**src/rtl/lpht_pkg.sv**
```systemverilog
// lpht_pkg: sizes, codes, control word layout and microcode rom of the linear probe hash table
// no dependencies; used by the channel interfaces, the table top level and the testbench
package lpht_pkg;

   localparam int TABLE_SLOTS = 16;
   localparam int KEY_BITS    = 16;
   localparam int DATA_BITS   = 32;

   localparam int SLOT_BITS   = $clog2(TABLE_SLOTS);
   localparam int KEY_IDX_W   = $clog2(KEY_BITS);
   localparam int CNT_BITS    = (SLOT_BITS > KEY_IDX_W) ? SLOT_BITS : KEY_IDX_W;
   localparam bit SLOTS_POW2  = (TABLE_SLOTS & (TABLE_SLOTS - 1)) == 0;
   localparam int FUNC_BITS   = 2;
   localparam int STAT_BITS   = 2;

   // operation codes; code 3 behaves as a search
   typedef enum logic [FUNC_BITS-1:0] {
      FUNC_SEARCH = 2'd0,
      FUNC_INSERT = 2'd1,
      FUNC_REMOVE = 2'd2
   } func_type;

   typedef enum logic [STAT_BITS-1:0] {
      STAT_OK        = 2'd0,
      STAT_NOT_FOUND = 2'd1,
      STAT_FULL      = 2'd2
   } rsp_stat_type;

   // slot state; code 3 behaves as removed
   typedef enum logic [1:0] {
      SLOT_EMPTY    = 2'd0,
      SLOT_OCCUPIED = 2'd1,
      SLOT_REMOVED  = 2'd2
   } slot_state_type;

   // datapath operation selected by one control word
   typedef enum logic [2:0] {
      OP_WAIT_REQ = 3'd0,
      OP_HOME     = 3'd1,
      OP_PROBE    = 3'd2,
      OP_COMMIT   = 3'd3,
      OP_REJECT   = 3'd4
   } op_type;

   localparam int STEP_BITS = 3;
   typedef logic [STEP_BITS-1:0] step_type;

   localparam step_type STEP_IDLE   = 3'd0;
   localparam step_type STEP_HOME   = 3'd1;
   localparam step_type STEP_PROBE  = 3'd2;
   localparam step_type STEP_COMMIT = 3'd3;
   localparam step_type STEP_REJECT = 3'd4;

   // go_step taken when the op's main condition holds, alt_step on its
   // second condition, else the step repeats
   typedef struct packed {
      op_type   op;
      step_type go_step;
      step_type alt_step;
   } ctl_word_type;

   function automatic ctl_word_type ucode_rom(step_type step);
      ctl_word_type w;
      unique case (step)
         STEP_IDLE:   w = '{op: OP_WAIT_REQ, go_step: STEP_HOME,   alt_step: STEP_IDLE};
         STEP_HOME:   w = '{op: OP_HOME,     go_step: STEP_PROBE,  alt_step: STEP_HOME};
         STEP_PROBE:  w = '{op: OP_PROBE,    go_step: STEP_COMMIT, alt_step: STEP_REJECT};
         STEP_COMMIT: w = '{op: OP_COMMIT,   go_step: STEP_IDLE,   alt_step: STEP_COMMIT};
         STEP_REJECT: w = '{op: OP_REJECT,   go_step: STEP_IDLE,   alt_step: STEP_REJECT};
         default:     w = '{op: OP_WAIT_REQ, go_step: STEP_IDLE,   alt_step: STEP_IDLE};
      endcase
      return w;
   endfunction

endpackage

```
**src/rtl/lpht_req_if.sv**
```systemverilog
// lpht_req_if: request channel carrying one table operation per beat
// depends on lpht_pkg for field widths
interface lpht_req_if;
   logic                                 valid;
   logic                                 ready;
   logic [lpht_pkg::FUNC_BITS-1:0]       func;
   logic [lpht_pkg::KEY_BITS-1:0]        key;
   logic signed [lpht_pkg::DATA_BITS-1:0] value;

   modport source (output valid, output func, output key, output value, input ready);
   modport sink   (input valid, input func, input key, input value, output ready);
endinterface

```
**src/rtl/lpht_rsp_if.sv**
```systemverilog
// lpht_rsp_if: response channel carrying one result per beat
// depends on lpht_pkg for field widths
interface lpht_rsp_if;
   logic                                  valid;
   logic                                  ready;
   logic [lpht_pkg::STAT_BITS-1:0]        status;
   logic [lpht_pkg::SLOT_BITS-1:0]        slot_index;
   logic [lpht_pkg::KEY_BITS-1:0]         result_key;
   logic signed [lpht_pkg::DATA_BITS-1:0] result_value;

   modport source (output valid, output status, output slot_index, output result_key,
                   output result_value, input ready);
   modport sink   (input valid, input status, input slot_index, input result_key,
                   input result_value, output ready);
endinterface

```
**src/rtl/lpht_ram.sv**
```systemverilog
// lpht_ram: generic single write port, single read port ram with registered read
// no dependencies
module lpht_ram #(
   parameter int WIDTH = 8,
   parameter int DEPTH = 16
) (
   input  logic                     clock,
   input  logic                     wr_en,
   input  logic [$clog2(DEPTH)-1:0] wr_addr,
   input  logic [WIDTH-1:0]         wr_data,
   input  logic [$clog2(DEPTH)-1:0] rd_addr,
   output logic [WIDTH-1:0]         rd_data
);

   logic [WIDTH-1:0] mem [DEPTH];
   logic [WIDTH-1:0] rd_data_ff;

   always_ff @(posedge clock) begin
      if (wr_en) begin
         mem[wr_addr] <= wr_data;
      end
      rd_data_ff <= mem[rd_addr];
   end

   assign rd_data = rd_data_ff;

endmodule

```
**src/rtl/linear_probe_hash_table.sv**
```systemverilog
// linear_probe_hash_table: open-addressing key/value table with linear probing
// depends on lpht_pkg, lpht_req_if, lpht_rsp_if and lpht_ram
//
// One request beat carries an operation (search, insert or remove), a key and, for insert,
// a value; exactly one response beat comes back per request, in order. The home slot is
// key modulo TABLE_SLOTS and the probe walks upward one slot per cycle, wrapping at the
// end. Search and remove skip removed slots and stop at a matching occupied slot, an
// empty slot or after one full wrap; insert takes the first empty or removed slot and does
// not look for duplicates. Between its accept and the next accept a request passes the
// home step, the probe loop over p slots (1 to TABLE_SLOTS) and a commit or reject step,
// which waits until the response register can take its result; the single probe loop
// reads one slot of the key/data ram per cycle. For a slot count that is not a power of
// two the home slot is reduced one key bit per cycle. Control comes from a
// five-word microcode rom indexed by a step counter. Slot states sit in flops that reset
// clears at once, so the table is usable the cycle after reset with no clearing pass. A
// finished response waits in an output register, and the next request is accepted while
// it is still pending.
module linear_probe_hash_table (
   input  logic       clock,
   input  logic       reset,
   lpht_req_if.sink   req_bus,
   lpht_rsp_if.source rsp_bus
);

   localparam int RAM_W = lpht_pkg::KEY_BITS + lpht_pkg::DATA_BITS;

   // sequencer
   lpht_pkg::step_type     step_ff, step_in;
   lpht_pkg::ctl_word_type ctl;
   logic                   go, alt;

   // request latch
   logic [lpht_pkg::FUNC_BITS-1:0]        func_ff, func_in;
   logic [lpht_pkg::KEY_BITS-1:0]         key_ff, key_in;
   logic signed [lpht_pkg::DATA_BITS-1:0] value_ff, value_in;

   // probe position and step counter
   logic [lpht_pkg::SLOT_BITS-1:0] pos_ff, pos_in;
   logic [lpht_pkg::CNT_BITS-1:0]  cnt_ff, cnt_in;

   // slot states
   lpht_pkg::slot_state_type slot_st_ff [lpht_pkg::TABLE_SLOTS];
   logic                     st_wr;
   lpht_pkg::slot_state_type st_wr_val;

   // key/data ram
   logic             ram_wr;
   logic [RAM_W-1:0] ram_rdata;
   logic [lpht_pkg::KEY_BITS-1:0]         slot_key;
   logic signed [lpht_pkg::DATA_BITS-1:0] slot_data;

   // response register
   logic                                  rsp_valid_ff, rsp_valid_in;
   logic [lpht_pkg::STAT_BITS-1:0]        rsp_status_ff, rsp_status_in;
   logic [lpht_pkg::SLOT_BITS-1:0]        rsp_slot_ff, rsp_slot_in;
   logic [lpht_pkg::KEY_BITS-1:0]         rsp_key_ff, rsp_key_in;
   logic signed [lpht_pkg::DATA_BITS-1:0] rsp_value_ff, rsp_value_in;

   // decode helpers
   logic                     is_insert, is_remove;
   lpht_pkg::slot_state_type cur_st;
   logic                     key_hit, probe_hit, probe_last;
   logic                     out_free, req_fire;
   logic                     home_done;
   logic [lpht_pkg::SLOT_BITS-1:0] home_pos, pos_next;
   logic [lpht_pkg::SLOT_BITS:0]   rem_wide;
   logic                     key_bit;

   assign ctl = lpht_pkg::ucode_rom(step_ff);

   assign req_bus.ready = (ctl.op == lpht_pkg::OP_WAIT_REQ);
   assign req_fire      = req_bus.valid & req_bus.ready;
   assign out_free      = ~rsp_valid_ff | rsp_bus.ready;

   assign is_insert = (func_ff == lpht_pkg::FUNC_INSERT);
   assign is_remove = (func_ff == lpht_pkg::FUNC_REMOVE);

   assign slot_key  = ram_rdata[RAM_W-1 -: lpht_pkg::KEY_BITS];
   assign slot_data = ram_rdata[lpht_pkg::DATA_BITS-1:0];
   assign cur_st    = slot_st_ff[pos_ff];
   assign key_hit   = (cur_st == lpht_pkg::SLOT_OCCUPIED) && (slot_key == key_ff);
   assign probe_last = (cnt_ff == lpht_pkg::CNT_BITS'(lpht_pkg::TABLE_SLOTS - 1));

   // wrap the probe at the table end
   assign pos_next = (pos_ff == lpht_pkg::SLOT_BITS'(lpht_pkg::TABLE_SLOTS - 1)) ?
                     '0 : pos_ff + 1'b1;

   // home slot: a mask for power-of-two tables, else one restoring remainder step per key bit
   assign key_bit  = key_ff[lpht_pkg::KEY_IDX_W'(lpht_pkg::KEY_BITS - 1)
                            - cnt_ff[lpht_pkg::KEY_IDX_W-1:0]];
   assign rem_wide = {pos_ff, key_bit};

   always_comb begin
      if (lpht_pkg::SLOTS_POW2) begin
         home_pos  = lpht_pkg::SLOT_BITS'(key_ff);
         home_done = 1'b1;
      end else begin
         if (rem_wide >= (lpht_pkg::SLOT_BITS + 1)'(lpht_pkg::TABLE_SLOTS)) begin
            home_pos = lpht_pkg::SLOT_BITS'(rem_wide
                       - (lpht_pkg::SLOT_BITS + 1)'(lpht_pkg::TABLE_SLOTS));
         end else begin
            home_pos = lpht_pkg::SLOT_BITS'(rem_wide);
         end
         home_done = (cnt_ff == lpht_pkg::CNT_BITS'(lpht_pkg::KEY_BITS - 1));
      end
   end

   // insert stops at any non-occupied slot, the others at a key match
   always_comb begin
      if (is_insert) begin
         probe_hit = (cur_st != lpht_pkg::SLOT_OCCUPIED);
      end else begin
         probe_hit = key_hit;
      end
   end

   // datapath driven by the current control word
   always_comb begin
      go           = 1'b0;
      alt          = 1'b0;
      func_in      = func_ff;
      key_in       = key_ff;
      value_in     = value_ff;
      pos_in       = pos_ff;
      cnt_in       = cnt_ff;
      st_wr        = 1'b0;
      st_wr_val    = lpht_pkg::SLOT_OCCUPIED;
      ram_wr       = 1'b0;
      rsp_valid_in = rsp_valid_ff & ~rsp_bus.ready;
      rsp_status_in = rsp_status_ff;
      rsp_slot_in  = rsp_slot_ff;
      rsp_key_in   = rsp_key_ff;
      rsp_value_in = rsp_value_ff;

      unique case (ctl.op)
         lpht_pkg::OP_WAIT_REQ: begin
            go = req_fire;
            if (req_fire) begin
               func_in  = req_bus.func;
               key_in   = req_bus.key;
               value_in = req_bus.value;
               pos_in   = '0;
               cnt_in   = '0;
            end
         end
         lpht_pkg::OP_HOME: begin
            go     = home_done;
            pos_in = home_pos;
            cnt_in = home_done ? '0 : cnt_ff + 1'b1;
         end
         lpht_pkg::OP_PROBE: begin
            go = probe_hit;
            // search and remove end early on an empty slot
            alt = ~probe_hit & (probe_last |
                  (~is_insert & (cur_st == lpht_pkg::SLOT_EMPTY)));
            if (~probe_hit & ~alt) begin
               pos_in = pos_next;
               cnt_in = cnt_ff + 1'b1;
            end
         end
         lpht_pkg::OP_COMMIT: begin
            go = out_free;
            if (out_free) begin
               rsp_valid_in  = 1'b1;
               rsp_status_in = lpht_pkg::STAT_OK;
               rsp_slot_in   = pos_ff;
               if (is_insert) begin
                  ram_wr       = 1'b1;
                  st_wr        = 1'b1;
                  st_wr_val    = lpht_pkg::SLOT_OCCUPIED;
                  rsp_key_in   = key_ff;
                  rsp_value_in = value_ff;
               end else begin
                  st_wr        = is_remove;
                  st_wr_val    = lpht_pkg::SLOT_REMOVED;
                  rsp_key_in   = slot_key;
                  rsp_value_in = slot_data;
               end
            end
         end
         lpht_pkg::OP_REJECT: begin
            go = out_free;
            if (out_free) begin
               rsp_valid_in  = 1'b1;
               rsp_status_in = is_insert ? lpht_pkg::STAT_FULL : lpht_pkg::STAT_NOT_FOUND;
               rsp_slot_in   = '0;
               rsp_key_in    = '0;
               rsp_value_in  = '0;
            end
         end
         default: begin
            go = 1'b0;
         end
      endcase
   end

   // conditional jump
   always_comb begin
      priority if (go) begin
         step_in = ctl.go_step;
      end else if (alt) begin
         step_in = ctl.alt_step;
      end else begin
         step_in = step_ff;
      end
   end

   always_ff @(posedge clock) begin
      if (reset) begin
         step_ff      <= lpht_pkg::STEP_IDLE;
         rsp_valid_ff <= 1'b0;
         for (int i = 0; i < lpht_pkg::TABLE_SLOTS; i++) begin
            slot_st_ff[i] <= lpht_pkg::SLOT_EMPTY;
         end
      end else begin
         step_ff      <= step_in;
         rsp_valid_ff <= rsp_valid_in;
         if (st_wr) begin
            slot_st_ff[pos_ff] <= st_wr_val;
         end
      end
   end

   always_ff @(posedge clock) begin
      func_ff       <= func_in;
      key_ff        <= key_in;
      value_ff      <= value_in;
      pos_ff        <= pos_in;
      cnt_ff        <= cnt_in;
      rsp_status_ff <= rsp_status_in;
      rsp_slot_ff   <= rsp_slot_in;
      rsp_key_ff    <= rsp_key_in;
      rsp_value_ff  <= rsp_value_in;
   end

   // read address follows the next probe position so data lines up with pos_ff
   lpht_ram #(
      .WIDTH (RAM_W),
      .DEPTH (lpht_pkg::TABLE_SLOTS)
   ) u_slot_ram (
      .clock   (clock),
      .wr_en   (ram_wr),
      .wr_addr (pos_ff),
      .wr_data ({key_ff, value_ff}),
      .rd_addr (pos_in),
      .rd_data (ram_rdata)
   );

   assign rsp_bus.valid        = rsp_valid_ff;
   assign rsp_bus.status       = rsp_status_ff;
   assign rsp_bus.slot_index   = rsp_slot_ff;
   assign rsp_bus.result_key   = rsp_key_ff;
   assign rsp_bus.result_value = rsp_value_ff;

endmodule

```
**src/flat_wrapper.sv**
```systemverilog
// flat-port wrapper written by rule: the top's interface ports become plain ports
module linear_probe_hash_table_flat 
  (clock, reset, req_bus_valid, req_bus_func, req_bus_key, req_bus_value, req_bus_ready, rsp_bus_valid, rsp_bus_status, rsp_bus_slot_index, rsp_bus_result_key, rsp_bus_result_value, rsp_bus_ready);
  lpht_req_if req_bus_i ();
  lpht_rsp_if rsp_bus_i ();
  input  logic clock;
  input  logic reset;
  input wire logic [$bits(req_bus_i.valid)-1:0] req_bus_valid;
  input wire logic [$bits(req_bus_i.func)-1:0] req_bus_func;
  input wire logic [$bits(req_bus_i.key)-1:0] req_bus_key;
  input wire logic [$bits(req_bus_i.value)-1:0] req_bus_value;
  output wire logic [$bits(req_bus_i.ready)-1:0] req_bus_ready;
  output wire logic [$bits(rsp_bus_i.valid)-1:0] rsp_bus_valid;
  output wire logic [$bits(rsp_bus_i.status)-1:0] rsp_bus_status;
  output wire logic [$bits(rsp_bus_i.slot_index)-1:0] rsp_bus_slot_index;
  output wire logic [$bits(rsp_bus_i.result_key)-1:0] rsp_bus_result_key;
  output wire logic [$bits(rsp_bus_i.result_value)-1:0] rsp_bus_result_value;
  input wire logic [$bits(rsp_bus_i.ready)-1:0] rsp_bus_ready;
  assign req_bus_i.valid = req_bus_valid;
  assign req_bus_i.func = req_bus_func;
  assign req_bus_i.key = req_bus_key;
  assign req_bus_i.value = req_bus_value;
  assign req_bus_ready = req_bus_i.ready;
  assign rsp_bus_valid = rsp_bus_i.valid;
  assign rsp_bus_status = rsp_bus_i.status;
  assign rsp_bus_slot_index = rsp_bus_i.slot_index;
  assign rsp_bus_result_key = rsp_bus_i.result_key;
  assign rsp_bus_result_value = rsp_bus_i.result_value;
  assign rsp_bus_i.ready = rsp_bus_ready;
  linear_probe_hash_table u_core (.clock(clock), .reset(reset), .req_bus(req_bus_i), .rsp_bus(rsp_bus_i));
endmodule
```
**config.mk**
```make
export PLATFORM = sky130hd
export DESIGN_NAME = linear_probe_hash_table_flat
export DESIGN_NICKNAME = d
export VERILOG_FILES = /design/src/rtl/lpht_pkg.sv /design/src/rtl/lpht_req_if.sv /design/src/rtl/lpht_rsp_if.sv /design/src/rtl/lpht_ram.sv /design/src/rtl/linear_probe_hash_table.sv /design/src/flat_wrapper.sv
export SDC_FILE = /design/constraint.sdc
export NUM_CORES = 1
export LEC_CHECK = 0
export BUFFER_PORTS_ARGS = -buffer_cell sky130_fd_sc_hd__buf_2
export CORE_UTILIZATION = 28
export CTS_BUF_LIST = sky130_fd_sc_hd__clkbuf_4 sky130_fd_sc_hd__clkbuf_8
export DETAILED_ROUTE_END_ITERATION = 6
export PLACE_DENSITY = 0.43
export SETUP_SLACK_MARGIN = 0.4
export SLEW_MARGIN = 20
export SYNTH_ARGS = -nofsm -noshare
export SYNTH_HDL_FRONTEND = slang
export SYNTH_SLANG_ARGS = --single-unit
```
**constraint.sdc**
```tcl
create_clock -name clock -period 5.1 [get_ports clock]
set_input_delay 0.51 -clock clock [delete_from_list [all_inputs] [get_ports clock]]
set_output_delay 0.51 -clock clock [all_outputs]
set_load 0.02 [all_outputs]
```
-- After elaboration in Yosys (flattened, before gate mapping)
Memories as Yosys holds them, arrays and structs flattened. A register that Yosys moved wholly into a read port is not among the register bits.
Cells that the tools add are included.
- add/subtract/negate cells: 2
- equal/unequal tests: 19
- mux-type cells: 49
- bitwise logic cells: 12
- reductions and logical operators: 12
- operators with widths (kind ; number):
    two-way mux 32 bit ; 3
    one-hot mux 32 bit (2 select lines) ; 1
    two-way mux 16 bit ; 3
    one-hot mux 9 bit (5 select lines) ; 1
    two-way mux 4 bit ; 8
    one-hot mux 16 bit (2 select lines) ; 1
    one-hot mux 4 bit (3 select lines) ; 2
    two-way mux 1 bit ; 18
    equality test 16 bit ; 1
    two-way mux 2 bit ; 7
    equality test 3 x 2 -> 1 bit, second input constant ; 4
    adder 4 x 1 -> 4 bit, second input constant ; 2
    equality test 4 bit, second input constant ; 2
    != test 2 x 1 -> 1 bit, second input constant ; 4
    one-hot mux 4 bit (2 select lines) ; 1
    equality test 3 x 1 -> 1 bit, second input constant ; 2
    equality test 3 bit, second input constant ; 2
    logical NOT 3 bit ; 2
    two-way mux 3 bit ; 2
    AND reduction 3 bit ; 2
    AND 1 bit ; 5
    inverter 1 bit ; 5
    equality test 2 x 1 -> 1 bit, second input constant ; 2
    one-hot mux 1 bit (4 select lines) ; 1
    10 further kinds ; 13
- flip-flop bits (word level): 116
- RAM bits: 800
- bits of input ports: 54
- output and inout port bits: 56
- word-level logic and storage cells: 107
- memories kept: 2
- memories (name ; words ; bits a word ; read ports ; clocked after Yosys merged registers in ; write ports ; RTL line ; source):
    u_core.u_slot_ram.mem ; 16 ; 48 ; 1 ; 1 ; 1 ; lpht_ram.sv:15 ; logic [WIDTH-1:0] mem [DEPTH];
    u_core.slot_st_ff ; 16 ; 2 ; 1 ; 1 ; 16 ; linear_probe_hash_table.sv:42 ; lpht_pkg::slot_state_type slot_st_ff [lpht_pkg::TABLE_SLOTS];

-- Depth between registers and ports, before layout
Gate-level depths: netlist of run 1.
- depth after elaboration: 9
- gate-level depth with buffers: 16
- gate-level depth less buffers: 12

-- By module
Synthesis of run 1 repeated with hierarchy kept, for this count alone.
- cells, all modules: 1700
- area total of the unflattened synthesis: 36122.1 um^2
- modules (own cells, without submodules) (module ; instances ; cells each ; area each (um^2) ; seq. area each (um^2)):
    lpht_ram ; 1 ; 1242 ; 29694.7 ; 24023.0
    linear_probe_hash_table ; 1 ; 458 ; 6427.4 ; 4364.2

-- Least setup slack after synthesis of run 1
No wires, ideal clock.
- path kind: register to register
- start point: reg u_core.func_ff[1] (netlist name)
- end point: mem u_core.u_slot_ram.mem[0][0] (netlist name), enable pin
- library setup time: 0.513 ns
- data arrival time: 4.560 ns
- required time: 4.587 ns
- slack: 0.027 ns
- stages on the path, launching flop included: 8
- buffers on the path: 1
- clock period less this slack: 5.073 ns
- cells stage by stage: edfxtp_1 -> inv_1 -> ha_1 -> clkbuf_1 -> inv_1 -> nor2_1 -> nand2_1 -> nor3_1
- word-level cells in the longest chain between the ends: 6
- ends and longest elaborated chain (element ; RTL line ; source):
    from (decl) ; linear_probe_hash_table.sv:33 ; logic [lpht_pkg::FUNC_BITS-1:0] func_ff, func_in;
    from (signal assigned) ; linear_probe_hash_table.sv:225 ; func_ff <= func_in;
    equality test 2 x 1 -> 1 bit ; linear_probe_hash_table.sv:75 ; assign is_insert = (func_ff == lpht_pkg::FUNC_INSERT);
    net u_core.is_insert ; linear_probe_hash_table.sv:60 ; logic is_insert, is_remove;
    two-way mux 1 bit ; linear_probe_hash_table.sv:167 ; if (is_insert) begin
    two-way mux 1 bit ; linear_probe_hash_table.sv:163 ; if (out_free) begin
    two-way mux 1 bit ; linear_probe_hash_table.sv:135 ; unique case (ctl.op)
    two-way mux 1 bit ; lpht_ram.sv:19 ; if (wr_en) begin
    two-way mux 1 bit (implied by the code) ; lpht_ram.sv:20 ; mem[wr_addr] <= wr_data;
    to (decl) ; lpht_ram.sv:15 ;
The timed path passes the listed nets, and every way through them passes these cells.

-- Final worst setup path of run 1
- start point: reg u_core.pos_ff[0] (netlist name)
- end point: reg u_core.u_slot_ram.rd_data_ff[44], in the netlist u_core.u_slot_ram.rd_data[44], read port of u_core.u_slot_ram.mem
- word-level cells in the longest chain between the ends: 4
- elaborated cells between the ends (all ways): 6
- classes of those cells: add/sub (1); eq/ne (1); mux (4)
- ends and longest elaborated chain (element ; RTL line ; source):
    from (decl) ; linear_probe_hash_table.sv:38 ; logic [lpht_pkg::SLOT_BITS-1:0] pos_ff, pos_in;
    from (signal assigned) ; linear_probe_hash_table.sv:228 ; pos_ff <= pos_in;
    adder 4 x 1 -> 4 bit or equality test 4 bit (tied branches) ; linear_probe_hash_table.sv:86, linear_probe_hash_table.sv:85 ;
    two-way mux 4 bit (*) ; linear_probe_hash_table.sv:85 ; assign pos_next = (pos_ff == lpht_pkg::SLOT_BITS'(lpht_pkg::TABLE_SLOTS - 1)) ?
    two-way mux 4 bit (*) ; linear_probe_hash_table.sv:156 ; if (~probe_hit & ~alt) begin
    one-hot mux 4 bit (3 select lines) (*) ; linear_probe_hash_table.sv:135 ;
    net u_core.pos_in (one bit) ; linear_probe_hash_table.sv:38 ;
    to (decl) ; lpht_ram.sv:16 ; logic [WIDTH-1:0] rd_data_ff;
The timed path passes the listed nets; every way through them passes the cells marked *.
A chain may end at the register's enable or synchronous reset.

==> impl_metrics.tcl, run 1 <==
set metrics [dict create \
    run_status "finished clean" \
    cts_max_level 4 \
    first_pass_grt_wire_length_mm 151 \
    cts_num_sinks 964 \
    ant_nets 0 \
    ys_warn_count 0 \
    io_buffer_count 109 \
    ys_ff_latch 964 \
    synth.net_count 2577 \
    synth_enable_flop_cells 908 \
    wire_per_inst_microns 22.7 \
    detailedPlace.worstSlack_ns 0.404 \
    synthTopCellsByCount "edfxtp_1, nand2_1, a21oi_1" \
    clock_tree_from_tritoncts "built" \
    rows 132 \
    syn_avg_cell_area_sq_um 14.7 \
    critPathCapture "u_core.u_slot_ram.rd_data[44]$_DFF_P_" \
    floorplan.core_area_sq_mm 0.130 \
    place_congestion 0.767 \
    synthMostInstantiatedCell "edfxtp_1" \
    top_routing_layer_in_use "met4" \
    clockBufferDepth 3 \
    netlist.area_leader.share_pct 73.8 \
    antenna_found_initial 2 \
    worst_r2r_startpoint "u_core.pos_ff[0]$_DFF_P_" \
    timing.reg2reg.worst_path_depth 13 \
    final-setup-viol-count 0 \
    drive_gt1_share_pct 17.8 \
    synthesized_instance_count 2517 \
    cts_root_buffer "clkbuf_8" \
    clkLatencyLatePin_ns 0.85 \
    met3RoutedLength_mm 5.20 \
    crit-reg2reg-capture "u_core.u_slot_ram.rd_data[44]$_DFF_P_" \
    cp-startpoint "u_core.pos_ff[0]$_DFF_P_" \
    ys_dominant_reg_cell "edfxtp_1" \
    r2r_setup_slack_ns 0.60 \
    timing.critical_path.arrival_ns 5.21 \
    ys_async_sr_fraction_pct 0 \
    met2RoutedLength_mm 48.3 \
    setup.worst_path.end_class "register" \
    setup_tns_ns 0 \
    dr.pass1.iters 5 \
    synth_area_sq_mm 0.0370 \
    grt_start_max_net_pins 137 \
    area_growth_syn_to_layout_pct 19.4 \
    place_hpwl_mm 52.0 \
    crit_required_ns 5.81 \
    grt_remaining_overflow 0 \
    fp.dieW_microns 365 \
    period_minus_slack_ns 4.50 \
    dr.first_iter.drc_count 2010 \
    total_wire_length_after_detailed_routing_mm 105 \
    wl_met1_mm 49.1 \
    critPathLaunchType "register" \
    vias 22438 \
    power_leakage_nw 14.5 \
    global_route.usage.total_pct 15.6 \
    dieArea_sq_mm 0.133 \
    route.detailed.drc 0 \
    yosysTopAreaCell "edfxtp_1" \
    finalHoldViolCount 0 \
    vdd_drop_max_mv 0.365 \
    start_util_pct 28.4 \
    fin_skew_ns 0.0401 \
    synthDistinctLibCells 54 \
    avgViaCountPerCell 4.84 \
    synth-seq-area-share_pct 76.8 \
    worst_hold_path.num_cells 2 \
    hold_class "primary input to register" \
    timing.critical_path.fanout_max 29 \
    worst-setup-path-type "register to register" \
    max_cap_viol_count 0 \
    top_level_ports 110 \
    cts_made_buffers 169 \
    synth.area.top_cells "edfxtp_1, nand2_1, dfxtp_1" \
    worst_slew_pin_slew_ns 1.13 \
    setup_slack_ns 0.605 \
    dieHeight_microns 365 \
    first_global_vias 22651 \
    slew_violations 0 \
    power_density_mw_per_mm2 582 \
    maxClockFrequency_mhz 222 \
    cts_clk_pin_slew_worst_paths_ns 0.06 \
    grt_setup_unrepaired "no" \
    max_slew_margin_pct 24.7 \
    final_cycle_utilization_of_the_critical_path_pct 88.1 \
    nNetsFinal 2813 \
]
[cells in the final DEF, fill, tap and decap left out, types with 9 or more instances in the layout]
| cell type | count |
|---|---|
| edfxtp_1 | 908 |
| nand2_1 | 587 |
| a21oi_1 | 196 |
| clkbuf_8 | 180 |
| buf_2 | 109 |
| nor2_1 | 97 |
| a32oi_1 | 96 |
| a32o_1 | 96 |
| clkbuf_4 | 73 |
| dfxtp_1 | 56 |
| buf_4 | 54 |
| dlygate4sd3_1 | 53 |
| o22ai_1 | 49 |
| mux2i_1 | 49 |
| a221o_1 | 48 |
| clkinv_1 | 26 |
| nand3_1 | 23 |
| buf_12 | 23 |
| nand2b_1 | 19 |
| xor2_1 | 16 |
| nor2_4 | 13 |
| clkinv_2 | 9 |
| bufinv_16 | 9 |
[per-stage QoR]
stage / hold slack (ns) / total power [mW] / utilization (%) / instance area [sq um] / cells
2_1_floorplan: 0.516 / 15.6 / - / 37000 / 2517
4_1_cts: 0.243 / 26.0 / 33.8 / 44000 / 4628
5_1_grt: 0.269 / 27.1 / 33.9 / 44100 / 4640
3_5_place_dp: 0.557 / 18.3 / 30.6 / 39900 / 4259
6_report: 0.338 / 25.7 / 33.9 / 44100 / 4640
3_3_place_gp: 0.561 / 18.2 / 30.6 / 39900 / 4259
[metal layers]
| metal | GRT usage, % | vias to the layer above |
|---|---|---|
| met2 | 24.5 | 627 |
| met5 | 0 | - |
| met3 | 2.93 | 181 |
| met4 | 5.32 | 0 |
| met1 | 21.7 | 11501 |
| li1 | - | 10129 |
[power breakdown]
part | switching [mW] | internal, mW | total [mW]
registers | 0.750 | 9.97 | 10.7
logic | 4.77 | 2.67 | 7.45
clock network | 3.24 | 4.27 | 7.51
[flip-flops by register name, summed over array words and instances (netlist names), 2 cells and up]
| register | cells |
|---|---|
| u_core.cnt_ff | 4 |
| u_core.func_ff | 2 |
| u_core.key_ff | 16 |
| u_core.pos_ff | 4 |
| u_core.rsp_bus.result_key | 16 |
| u_core.rsp_bus.result_value | 32 |
| u_core.rsp_bus.slot_index | 4 |
| u_core.rsp_bus.status | 2 |
| u_core.slot_st_ff | 32 |
| u_core.step_ff | 3 |
| u_core.u_slot_ram.mem | 768 |
| u_core.u_slot_ram.rd_data | 48 |
| u_core.value_ff | 32 |
[worst min path at each step]
| stage | start | endpoint | slack [ns] |
|---|---|---|---|
| global route | req_bus_valid | u_core.func_ff[0]$_DFFE_PP_ | 0.27 |
| finish | req_bus_valid | u_core.key_ff[6]$_DFFE_PP_ | 0.34 |
| CTS | req_bus_valid | u_core.func_ff[0]$_DFFE_PP_ | 0.24 |
| detailed placement | u_core.u_slot_ram.rd_data[28]$_DFF_P_ | u_core.rsp_bus.result_value[28]$_SDFFCE_PN0P_ | 0.56 |
| floorplan | u_core.u_slot_ram.rd_data[0]$_DFF_P_ | u_core.rsp_bus.result_value[0]$_SDFFCE_PN0P_ | 0.52 |
| global placement | u_core.u_slot_ram.rd_data[30]$_DFF_P_ | u_core.rsp_bus.result_value[30]$_SDFFCE_PN0P_ | 0.56 |
[critical path: stages (launching register included)]
cell      delay, ns
dfxtp_1        0.38
buf_4          0.25
mux4_2         0.53
a22o_1         0.28
nor2_4         0.21
nand2_2        0.11
o22a_1         0.22
or4_1          0.50
nand3_2        0.17
nand3b_2       0.15
buf_4          0.39
buf_4          0.63
o22ai_1        0.20
a221o_1        0.30
[kinds of logic (layout without fill, tap and decap cells)]
kind of cell	Yosys count	count (layout)	synth area share, %
XOR/XNOR	19	19	0.450
flip-flops	964	964	76.8
AO/OA/AOI/OAI	510	510	10.2
other	0	1	0
buffers and inverters	182	562	2.17
multiplexers	57	57	1.81
AND/OR/NAND/NOR	779	779	8.41
adder cells (fa/ha/maj)	6	6	0.203
[layout make-up]
cell class	instances	area, sq um
Inverter	8	37.5
Clock inverter	62	569
Fill cell	12529	86200
Sequential cell	964	28400
Clock buffer	253	3030
Timing Repair Buffer	239	1940
Tap cell	1742	2180
Antenna cell	1	2.50
Multi-Input combinational cell	1371	7990
[what timing repair did]
action	4_1_cts	5_1_grt
resized for setup	0	1
setup buffers	1	11
endpoints found under the hold margin	53	0
endpoints found under the setup margin	7	39
pin swaps	0	0
hold buffers	53	0
No activity file was read; power rests on OpenSTA's default activity.
==> inputs of run 2 (changes only) <==
CTS_BUF_LIST = sky130_fd_sc_hd__clkbuf_16   (was sky130_fd_sc_hd__clkbuf_4 sky130_fd_sc_hd__clkbuf_8)
SETUP_SLACK_MARGIN = 0.1   (was 0.4)
SYNTH_HIERARCHICAL = 1   (was default)
==> impl_metrics.tcl, run 2 <==
set metrics [dict create \
    start_util_pct 28.3 \
    number_of_instances_resized_during_post_cts_repair 0 \
    area_growth_syn_to_layout_pct 19.8 \
    cts_root_buffer "clkbuf_16" \
    yosysTopAreaCell "edfxtp_1" \
    hold_path.startpoint "req_bus_value[25]" \
    synthMostInstantiatedCell "edfxtp_1" \
    mostFrequentLayoutCells "edfxtp_1, mux4_2, buf_2" \
    place_hpwl_mm 48.7 \
    wire_per_inst_microns 25.1 \
    slew_violations 0 \
    synthesized_instance_count 1700 \
    cts_made_buffers 107 \
    period_minus_slack_ns 4.35 \
    max_slew_margin_pct 32.4 \
    setup_slack_ns 0.747 \
    vdd_drop_max_mv 0.457 \
    total_wire_length_after_detailed_routing_mm 92.8 \
    ant_nets 1 \
    cts_max_level 3 \
    ys_ff_latch 964 \
    grt_start_max_net_pins 53 \
    final-setup-viol-count 0 \
    dieHeight_microns 361 \
    detailedPlace.worstSlack_ns 0.666 \
    maxClockFrequency_mhz 230 \
    global_route.usage.total_pct 14.3 \
    finalHoldViolCount 0 \
    timing.critical_path.arrival_ns 4.91 \
    worst_r2r_startpoint "u_core/key_ff[11]$_DFFE_PP_" \
    synthTopCellsByCount "edfxtp_1, mux4_2, a22oi_1" \
    max_cap_viol_count 0 \
    nNetsFinal 1996 \
    cts_clk_pin_slew_worst_paths_ns 0.06 \
    antenna_found_initial 1 \
    worst_slew_pin_slew_ns 1.01 \
    violations "antenna violations" \
    number_of_flip_flops_under_the_largest_register_name 768 \
    first_pass_grt_wire_length_mm 134 \
    place_congestion 0.725 \
    synth.area.top_cells "edfxtp_1, mux4_2, dfxtp_1" \
    setup.worst_path.end_class "register" \
    cp-startpoint "u_core/key_ff[11]$_DFFE_PP_" \
    num-fill-cells 11920 \
    rows 131 \
    crit_required_ns 5.66 \
    synth-seq-area-share_pct 78.6 \
    synth.net_count 1760 \
    clkLatencyLatePin_ns 0.69 \
    hold_class "primary input to register" \
    setup_tns_ns 0 \
    vias 17397 \
    power_leakage_nw 13.7 \
    syn_avg_cell_area_sq_um 21.2 \
    clock_tree_from_tritoncts "built" \
    avgViaCountPerCell 4.71 \
    floorplan.core_area_sq_mm 0.128 \
    grt_remaining_overflow 0 \
    clockBufferDepth 3 \
    ys_warn_count 6 \
    first_global_vias 18505 \
    netlist.area_leader.share_pct 75.5 \
    power_density_mw_per_mm2 582 \
    fin_skew_ns 0.0298 \
    dieArea_sq_mm 0.130 \
    dr.first_iter.drc_count 1285 \
    run_status "complete, but fails checks" \
    drive_gt1_share_pct 27.7 \
    dr.pass1.iters 5 \
    worst-setup-path-type "register to register" \
    ys_async_sr_fraction_pct 0 \
    route.detailed.drc 0 \
    ys_dominant_reg_cell "edfxtp_1" \
    critPathLaunchType "register" \
    largest_register "u_core/u_slot_ram/mem" \
    synth_area_sq_mm 0.0361 \
    io_buffer_count 109 \
    synth_enable_flop_cells 908 \
    layout.cells.most_common "edfxtp_1" \
    grt_setup_unrepaired "no" \
    final_cycle_utilization_of_the_critical_path_pct 85.4 \
    synthDistinctLibCells 43 \
    report.power.total_mw 25.2 \
    cts_num_sinks 964 \
    fp.dieW_microns 361 \
    timing.critical_path.fanout_max 30 \
    top_level_ports 110 \
]
## run 2: per-layer routing
layer	wire, microns	GRT usage [%]	share of wire (%)
met5	0	0	0
met4	1680	3.75	1.8
met3	4280	2.22	4.6
met2	44600	23.2	48
met1	42200	19.9	46
## run 2: worst max-delay path, stage by stage, from the launching register on
cell and delay, ns:
edfxtp_1 0.77, xnor2_1 0.19, nand3_1 0.22, nor4_1 0.40, nand3_1 0.25, a41oi_2 0.45, mux2i_1 0.19, o21ai_4 0.36
buf_12 0.32, buf_4 0.27, mux4_2 0.51, a22oi_1 0.20, nand2_1 0.06
## run 2: timing repair
| item | 4_1_cts | 5_1_grt |
|---|---|---|
| hold endpoints to repair | 41 | 0 |
| setup buffers | 0 | 0 |
| hold buffers | 41 | 0 |
## run 2: metrics by stage
stage                     hold slack (ns)  cells  instance area, sq um  util, %
after CTS                         0.00309   3689                 43300     33.9
after detailed placement            0.548   3448                 39300     30.8
after global placement              0.551   3447                 39300     30.8
after global routing               0.0224   3689                 43300     33.9
final                              0.0577   3694                 43300     33.9
after floorplan                     0.516   1700                 36100        -
## run 2: cell families after synthesis
| family | Yosys count | share of synthesized area, % |
|---|---|---|
| AND/OR/NAND/NOR | 218 | 2.61 |
| adder cells (fa/ha/maj) | 6 | 0.208 |
| AO/OA/AOI/OAI | 142 | 2.96 |
| flip-flops | 964 | 78.6 |
| XOR/XNOR | 20 | 0.485 |
| buffers and inverters | 100 | 1.28 |
| multiplexers | 250 | 13.9 |
## run 2: final timing paths
kind	end	depth (start not counted)	slack, ns
worst max-delay path	u_core/u_slot_ram/rd_data[28]$_DFF_P_	12	0.75
worst min-delay path	u_core/value_ff[25]$_DFFE_PP_	1	0.06
worst max register to register	u_core/u_slot_ram/rd_data[28]$_DFF_P_	12	0.75
worst min register to register	u_core/rsp_bus.result_value[23]$_SDFFCE_PN0P_	2	0.55
## run 2: final cells by class
cell class / instances / area [sq um] / area share (%)
clock inverter: 92 / 832 / 1.92
sequential: 964 / 28400 / 65.6
inverter: 8 / 30.0 / 0.0694
timing repair buffer: 219 / 1760 / 4.06
multi-input combinational: 636 / 7470 / 17.3
clock buffer: 108 / 2700 / 6.25
antenna: 5 / 12.5 / 0.0289
tap: 1662 / 2080 / 4.81
## run 2: report_power, final
part           switching (mW)  leakage (nW)  total (mW)  internal [mW]
clock                    3.19          1.80        7.71           4.52
combinational            3.85          3.21        7.13           3.28
sequential              0.631          8.71        10.3           9.71
